[src/lpkv_pkg.sv]
// Types and constants of the linear-probing key/value table
package lpkv_pkg;

	localparam int KEY_IN_W   = 32;
	localparam int VAL_IN_W   = 32;
	localparam int CNT_W      = 11;
	localparam int S_TDATA_W  = 64;
	localparam int S_TUSER_W  = 2;
	localparam int M_TDATA_W  = 48;
	localparam int M_TUSER_W  = 3;
	localparam int MARK_W     = 2;

	localparam logic [CNT_W-1:0] LIMIT_RESET = 11'd768;

	localparam logic [MARK_W-1:0] MARK_EMPTY = 2'd0;
	localparam logic [MARK_W-1:0] MARK_LIVE  = 2'd1;
	localparam logic [MARK_W-1:0] MARK_TOMB  = 2'd2;

	typedef enum logic [1:0] {
		OP_LOOKUP = 2'd0,
		OP_INSERT = 2'd1,
		OP_DELETE = 2'd2,
		OP_CLEAR  = 2'd3
	} lpkv_op_t;

	typedef enum logic [1:0] {
		ST_OK        = 2'd0,
		ST_NOT_FOUND = 2'd1,
		ST_FULL      = 2'd2
	} lpkv_status_t;

	typedef enum logic [2:0] {
		S_INIT,
		S_IDLE,
		S_HOME,
		S_CHECK,
		S_CLEAR,
		S_FINISH
	} lpkv_state_t;

	typedef struct packed {
		logic load;
		logic home_step;
		logic probe_start;
		logic probe_check;
		logic sweep_start;
		logic sweep;
		logic finish;
	} lpkv_cmd_t;

	typedef struct packed {
		logic is_clear;
		logic home_done;
		logic probe_end;
		logic sweep_last;
	} lpkv_sts_t;

endpackage

[src/lpkv_ctrl.sv]
// Operation sequencer of the key/value table
module lpkv_ctrl import lpkv_pkg::*; (
	input  logic      clk,
	input  logic      arst_n,
	input  logic      s_tvalid,
	output logic      s_tready,
	output logic      m_tvalid,
	input  logic      m_tready,
	input  lpkv_sts_t sts,
	output lpkv_cmd_t cmd
);

	lpkv_state_t state_q, state_d;
	logic        out_valid_q;
	logic        out_free;

	assign out_free = !out_valid_q || m_tready;

	always_comb begin
		state_d = state_q;
		case (state_q)
			S_INIT: begin
				if (sts.sweep_last) state_d = S_IDLE;
			end
			S_IDLE: begin
				if (s_tvalid) state_d = S_HOME;
			end
			S_HOME: begin
				if (sts.is_clear) state_d = S_CLEAR;
				else if (sts.home_done) state_d = S_CHECK;
			end
			S_CHECK: begin
				if (sts.probe_end) state_d = S_FINISH;
			end
			S_CLEAR: begin
				if (sts.sweep_last) state_d = S_FINISH;
			end
			S_FINISH: begin
				if (out_free) state_d = S_IDLE;
			end
			default: state_d = S_INIT;
		endcase
	end

	always_comb begin
		cmd = '0;
		s_tready = 1'b0;
		case (state_q)
			S_INIT: begin
				cmd.sweep = 1'b1;
			end
			S_IDLE: begin
				s_tready = 1'b1;
				cmd.load = s_tvalid;
			end
			S_HOME: begin
				if (sts.is_clear) cmd.sweep_start = 1'b1;
				else if (sts.home_done) cmd.probe_start = 1'b1;
				else cmd.home_step = 1'b1;
			end
			S_CHECK: begin
				cmd.probe_check = 1'b1;
			end
			S_CLEAR: begin
				cmd.sweep = 1'b1;
			end
			S_FINISH: begin
				cmd.finish = out_free;
			end
			default: begin
				cmd = '0;
			end
		endcase
	end

	always_ff @(posedge clk or negedge arst_n) begin
		if (!arst_n) begin
			state_q     <= S_INIT;
			out_valid_q <= 1'b0;
		end else begin
			state_q <= state_d;
			// a fresh result takes priority over the drain of the old one
			if (cmd.finish) out_valid_q <= 1'b1;
			else if (m_tready) out_valid_q <= 1'b0;
		end
	end

	assign m_tvalid = out_valid_q;

endmodule

[config.mk]
export PLATFORM = sky130hd
export DESIGN_NAME = lpkv_ctrl
export DESIGN_NICKNAME = d
export VERILOG_FILES = /design/src/lpkv_pkg.sv /design/src/lpkv_ctrl.sv
export SDC_FILE = /design/constraint.sdc
export NUM_CORES = 1
export LEC_CHECK = 0
export BUFFER_PORTS_ARGS = -buffer_cell sky130_fd_sc_hd__buf_4
export CAP_MARGIN = 40
export CELL_PAD_IN_SITES_DETAIL_PLACEMENT = 1
export CELL_PAD_IN_SITES_GLOBAL_PLACEMENT = 1
export CORE_AREA = 2 2 39 41
export CTS_CLUSTER_SIZE = 28
export DETAILED_ROUTE_END_ITERATION = 10
export DIE_AREA = 0 0 41 43
export GPL_ROUTABILITY_DRIVEN = 0
export PLACE_DENSITY_LB_ADDON = 0.05
export SKIP_LAST_GASP = 1
export SYNTH_ARGS = -nofsm -noshare
export SYNTH_HDL_FRONTEND = slang
export SYNTH_SLANG_ARGS = --single-unit
[constraint.sdc]
create_clock -name clk -period 1.75 [get_ports clk]
set_clock_uncertainty 0.1 [all_clocks]
set_input_delay 0 -clock clk [delete_from_list [all_inputs] [get_ports clk]]
set_output_delay 0 -clock clk [all_outputs]
set_load 0.02 [all_outputs]
==> impl_metrics.tcl, run 1 <==
set metrics [dict create \
    status "complete, no violations" \
    num_vias 373 \
    start_util_pct 26.2 \
    clk_path_buf_depth 2 \
    cts_tree "done" \
    postSynthRegisterBits 4 \
    hp-class "in -> reg" \
    synth-adder-area-share_pct 0 \
    ant_nets 0 \
    cp_data_required_time_ps 1760 \
    cts_buffers 3 \
    period_share_pct 92.7 \
    finalSetupViolCount 0 \
    synth_nets 49 \
    port_buffers 16 \
    dpl_worst_slack_ps 121 \
    antenna_found_initial 0 \
    min_period_ps 1620 \
    final.setup.worst_slack_ps 128 \
    syn_area_um2 363 \
    crit_chain "nand2b_2 -> nor4_4 -> nand3b_2 -> mux2_1" \
    critPathMaxFanout 6 \
    crit_path_top_delay_cell "dfrtp_1" \
    drive_gt1_share_pct 47.6 \
    die_w_um 41 \
    grt_pass1_wl_um 1880 \
    end_kind "register" \
    dp_hpwl_um 881 \
    muxShareOfSynthArea_pct 6.21 \
    rows 14 \
    synth_cell_types 23 \
    wire_per_inst_um 14.2 \
    ys_seq_area_share_pct 27.6 \
    power_density_nw_per_um2 1750 \
    path_class "reg -> reg" \
    fin_nets 73 \
    final.setup.tns_ps 0 \
    routed_wl_um 1120 \
    critical_path_buf_inv_count 0 \
    core_region_area_um2 1380 \
    via_per_inst 4.72 \
    cts_root_buffer "clkbuf_4" \
    synth_top_family_by_area "simple AND/OR/NAND/NOR gates" \
    slew_violations 0 \
    clk_pin_slew_worst_paths_ps 40 \
    syn_area_per_cell_um2 8.85 \
    first_pass_iters 2 \
    h-tree-depth 1 \
    rsz0062_at_grt "no" \
    grt.overflow.total 0 \
    drtIter0Drc 1 \
    clock-sinks 4 \
    tightest_slew_ps 310 \
    vdd_drop_max_mv 0.496 \
    relSlewSlack_pct 79.1 \
    yosys_warnings 0 \
    synth-simple-area-share_pct 36.2 \
    critPathLaunchType "register" \
    arrival_ps 1630 \
    clk_latency_ps 230 \
    grt_pass1_vias 402 \
    synth_xor_area_share_pct 0 \
    cp_slowest_stage_delay_ps 430 \
    cp_top_family "simple AND/OR/NAND/NOR gates" \
    drcViolationCount 0 \
    max_cap_viol_count 0 \
    pin_count 17 \
    num_antenna_cells 0 \
    fmax_ghz 0.616 \
    grt_max_degree 11 \
    finalHoldViolCount 0 \
    syn_to_final_growth_pct 50.3 \
    fp.dieH_um 43 \
    leakagePower_nw 0.255 \
    synth_compound_area_share_pct 17.6 \
    dieArea_um2 1760 \
    syn_inst 41 \
    postCtsSetupRepairBufs 0 \
    grtUsageTotal_pct 16.1 \
    num-fill-cells 178 \
]
flip-flops by register name (all words and copies together) (netlist names):
register  flops
m_tvalid      1
state_q       3
power by group:
part	switching [W]	total (W)	leakage, nW	internal [W]
clock network	0.0000379	0.000115	0.0138	0.0000767
logic	0.000322	0.000611	0.192	0.000289
registers	0.0000890	0.000231	0.0486	0.000142
worst register-to-register path: stages (launching register included):
cell,delay [ps]
dfrtp_1,430
nand2b_2,260
nor4_4,190
nand3b_2,190
mux2_1,330
Yosys cell counts (all sizes together):
master  n  share of area, %
a21o    1               2.4
a21oi   6               8.3
and2    1               1.7
buf     3               9.3
dfrtp   4                28
inv     3               3.1
mux2    2               6.2
nand2   2               2.1
nand2b  2               4.1
nand3b  1               3.1
nor2    4               4.1
nor2b   1               1.7
nor3    2               4.1
nor3b   2               4.1
nor4    1               5.9
nor4b   1               2.4
nor4bb  1               2.8
o21ai   3               5.2
o22ai   1               1.7
placed cells by master (no fill, tap or decap), types with 2 or more instances in the layout:
master | synthesis | routed
buf_4 | 0 | 19
dfrtp_1 | 4 | 3
nand2_1 | 2 | 2
inv_1 | 2 | 2
clkbuf_4 | 0 | 3
o21ai_0 | 2 | 2
dlygate4sd3_1 | 0 | 3
a21oi_1 | 6 | 6
nor3b_1 | 2 | 2
mux2_1 | 2 | 2
nor2_1 | 4 | 4
per-stage QoR:
step / instance area, um^2 / std cells / util, % / hold slack, ps / total power (W)
after floorplan: 363 / 41 / - / -396 / 0.000650
after global placement: 492 / 73 / 35.5 / -302 / 0.000813
after detailed placement: 492 / 73 / 35.5 / -301 / 0.000839
after CTS: 544 / 79 / 39.3 / 87.3 / 0.000966
after global routing: 546 / 79 / 39.4 / 112 / 0.00104
final: 546 / 79 / 39.4 / 93.9 / 0.000956
cell families (layout without fill, tap and decap cells):
family,Yosys count,after routing
mux,2,2
buf+inv,6,28
flops,4,4
compound gates,11,11
simple gates,18,18
layer usage:
layer,wire (um),vias to the layer above,global-route usage [%]
met5,0,-,0
met3,32,0,4.71
met4,0,0,6.00
li1,-,189,-
met2,602,8,26.3
met1,483,176,18.6
worst paths after layout:
check / startpoint / end / slack, ps / cells past startpoint
setup / recovery: state_q[2]$_DFFE_PN0P_ / state_q[0]$_DFFE_PN0P_ / 130 / 4
hold / removal: sts[1] / state_q[1]$_DFFE_PN0P_ / 90 / 4
setup reg to reg: state_q[2]$_DFFE_PN0P_ / state_q[0]$_DFFE_PN0P_ / 130 / 4
hold reg to reg: m_tvalid$_DFFE_PN0P_ / m_tvalid$_DFFE_PN0P_ / 480 / 2
max in group asynchronous: arst_n / state_q[0]$_DFFE_PN0P_ / 750 / 3
min in group asynchronous: arst_n / state_q[1]$_DFFE_PN0P_ / 610 / 3
cell type report:
| type | instances | area [um^2] | share of cell area (%) |
|---|---|---|---|
| multi-input combinational | 31 | 218 | 39.9 |
| timing repair buffer | 22 | 173 | 31.7 |
| sequential | 4 | 101 | 18.6 |
| clock buffer | 3 | 22.5 | 4.13 |
| tap | 16 | 20.0 | 3.67 |
| inverter | 3 | 11.3 | 2.06 |
repair_timing:
item                       CTS  global route
hold endpoints to repair     5             0
gates resized for setup      0             1
hold buffers                 3             0
setup endpoints to repair    0             1
Power figures use the tool's default switching activity.
==> run 2: changes to the inputs <==
--- a/config.mk
+++ b/config.mk
@@ -15,7 +15,7 @@
 export DIE_AREA = 0 0 41 43
 export GPL_ROUTABILITY_DRIVEN = 0
 export PLACE_DENSITY_LB_ADDON = 0.05
-export SKIP_LAST_GASP = 1
+export REMOVE_ABC_BUFFERS = 1
 export SYNTH_ARGS = -nofsm -noshare
 export SYNTH_HDL_FRONTEND = slang
 export SYNTH_SLANG_ARGS = --single-unit
==> run 2 against run 1 <==
Effect of this change:
- setup slack worse by 28 ps
- sequential cell count stayed put
- wire length is 15% lower
- non-clock buffer count is 1 lower
- critical path depth stayed put
- critical endpoint unchanged
==> impl_metrics.tcl, run 2 (synthesis gave the netlist of run 1 again) <==
set metrics [dict create \
    dpl_worst_slack_ps 89.9 \
    drive_gt1_share_pct 46.8 \
    layout_commonest_cell "buf_4" \
    regMostFlops "state_q" \
    final_util_pct 38.9 \
    num_antenna_cells 0 \
    p_comb_share_pct 61.9 \
    swShare_pct 46.5 \
    power_switching_w 0.000429 \
    grtUsageTotal_pct 11.8 \
    clk_pin_slew_worst_paths_ps 30 \
    grt_pass1_vias 355 \
    crit_path_top_delay_cell "dfrtp_1" \
    cts_buffers 3 \
    fmax_ghz 0.606 \
    leakagePower_nw 0.249 \
    max_cap_viol_count 0 \
    largest_register_ffs 3 \
    fp.dieH_um 43 \
    via_per_inst 4.76 \
    rows 14 \
    port_buffers 16 \
    cts_tree "done" \
    grt_max_degree 11 \
    finalHoldViolCount 0 \
    most-common-layout-cells "buf_4 (18), a21oi_1 (6), nor2_1 (4)" \
    cp_top_family "flip-flops" \
    period_share_pct 94.3 \
    core_region_area_um2 1380 \
    die_w_um 41 \
    grt.overflow.total 0 \
    drtIter0Drc 1 \
    seq_power_share_pct 26.5 \
    clk_latency_ps 230 \
    ant_nets 0 \
    path_class "reg -> reg" \
    critPathMaxFanout 10 \
    critPathLaunchType "register" \
    arrival_ps 1650 \
    crit_chain "nor2b_1 -> a21oi_1 -> nand3b_2 -> mux2_1" \
    status "complete, no violations" \
    routed_wl_um 948 \
    critical_path_buf_inv_count 0 \
    h-tree-depth 1 \
    fin_nets 72 \
    num-fill-cells 174 \
    final.setup.tns_ps 0 \
    grt_pass1_wl_um 1460 \
    dpl_cell_area_um2 484 \
    stdcell_area_um2 538 \
    syn_to_final_growth_pct 48.3 \
    vdd_drop_max_mv 0.782 \
    rsz0062_at_grt "no" \
    drcViolationCount 0 \
    pin_count 17 \
    start_util_pct 26.2 \
    dp_hpwl_um 761 \
    slew_violations 0 \
    clock-sinks 4 \
    cp_data_required_time_ps 1750 \
    hp-class "in -> reg" \
    dieArea_um2 1760 \
    num_vias 371 \
    relSlewSlack_pct 73.3 \
    clk_path_buf_depth 2 \
    min_period_ps 1650 \
    cp_slowest_stage_delay_ps 510 \
    tightest_slew_ps 400 \
    cts_root_buffer "clkbuf_4" \
    antenna_found_initial 0 \
    clkPwrFrac_pct 11.6 \
    finalSetupViolCount 0 \
    intPower_w 0.000494 \
    power_density_nw_per_um2 1720 \
    wire_per_inst_um 12.2 \
    final.setup.worst_slack_ps 99.7 \
    total_power_w 0.000924 \
    end_kind "register" \
    first_pass_iters 2 \
]
## run 2: worst paths after layout
check,startpoint,to,slack (ps),depth (start not counted)
worst max-delay path,state_q[0]$_DFFE_PN0P_,state_q[0]$_DFFE_PN0P_,100,4
worst min-delay path,sts[0],state_q[1]$_DFFE_PN0P_,110,4
worst max register to register,state_q[0]$_DFFE_PN0P_,state_q[0]$_DFFE_PN0P_,100,4
worst min register to register,m_tvalid$_DFFE_PN0P_,m_tvalid$_DFFE_PN0P_,480,2
max in group asynchronous,arst_n,state_q[2]$_DFFE_PN0P_,790,3
min in group asynchronous,arst_n,state_q[0]$_DFFE_PN0P_,580,3
## run 2: repair_timing
| action | in CTS | in global routing |
|---|---|---|
| setup buffers | 0 | 0 |
| resized for setup | 0 | 1 |
| hold buffers | 3 | 0 |
| endpoints found under the hold margin | 5 | 0 |
| setup endpoints to repair | 0 | 1 |
## run 2: metal layers
layer  GRT usage [%]  vias up  part of all wire [%]
met5               0        -                     0
met2            20.0        9                    56
met4            4.00        0                     0
li1                -      187                     -
met1            15.3      175                    39
met3               0        0                   4.5
## run 2: final cells by class
class                      instances  area, um^2  share of cell area, %
inverter                           3        11.3                   2.09
clock buffer                       3        22.5                   4.19
tap                               16        20.0                   3.72
sequential                         4         101                   18.8
multi-input combinational         31         218                   40.5
timing repair buffer              21         165                   30.7
## run 2: through the flow
step                hold WS [ps]  instances
floorplan                   -396         38
global placement            -304         72
detailed placement          -304         72
CTS                          110         78
global route                 136         78
finish                       114         78
## run 2: power groups by stage
stage / logic, W / clock network [W] / registers (W)
6_report: 0.000572 / 0.000107 / 0.000245
5_1_grt: 0.000628 / 0.000118 / 0.000258
4_1_cts: 0.000582 / 0.000112 / 0.000242
3_5_place_dp: 0.000575 / 0 / 0.000244
3_3_place_gp: 0.000560 / 0 / 0.000241
2_1_floorplan: 0.000339 / 0 / 0.000238
## run 2: worst min-delay path, cell delays in order
cell and delay (ps):
buf_4 80, o22ai_1 60, a21oi_1 150, a21oi_1 90
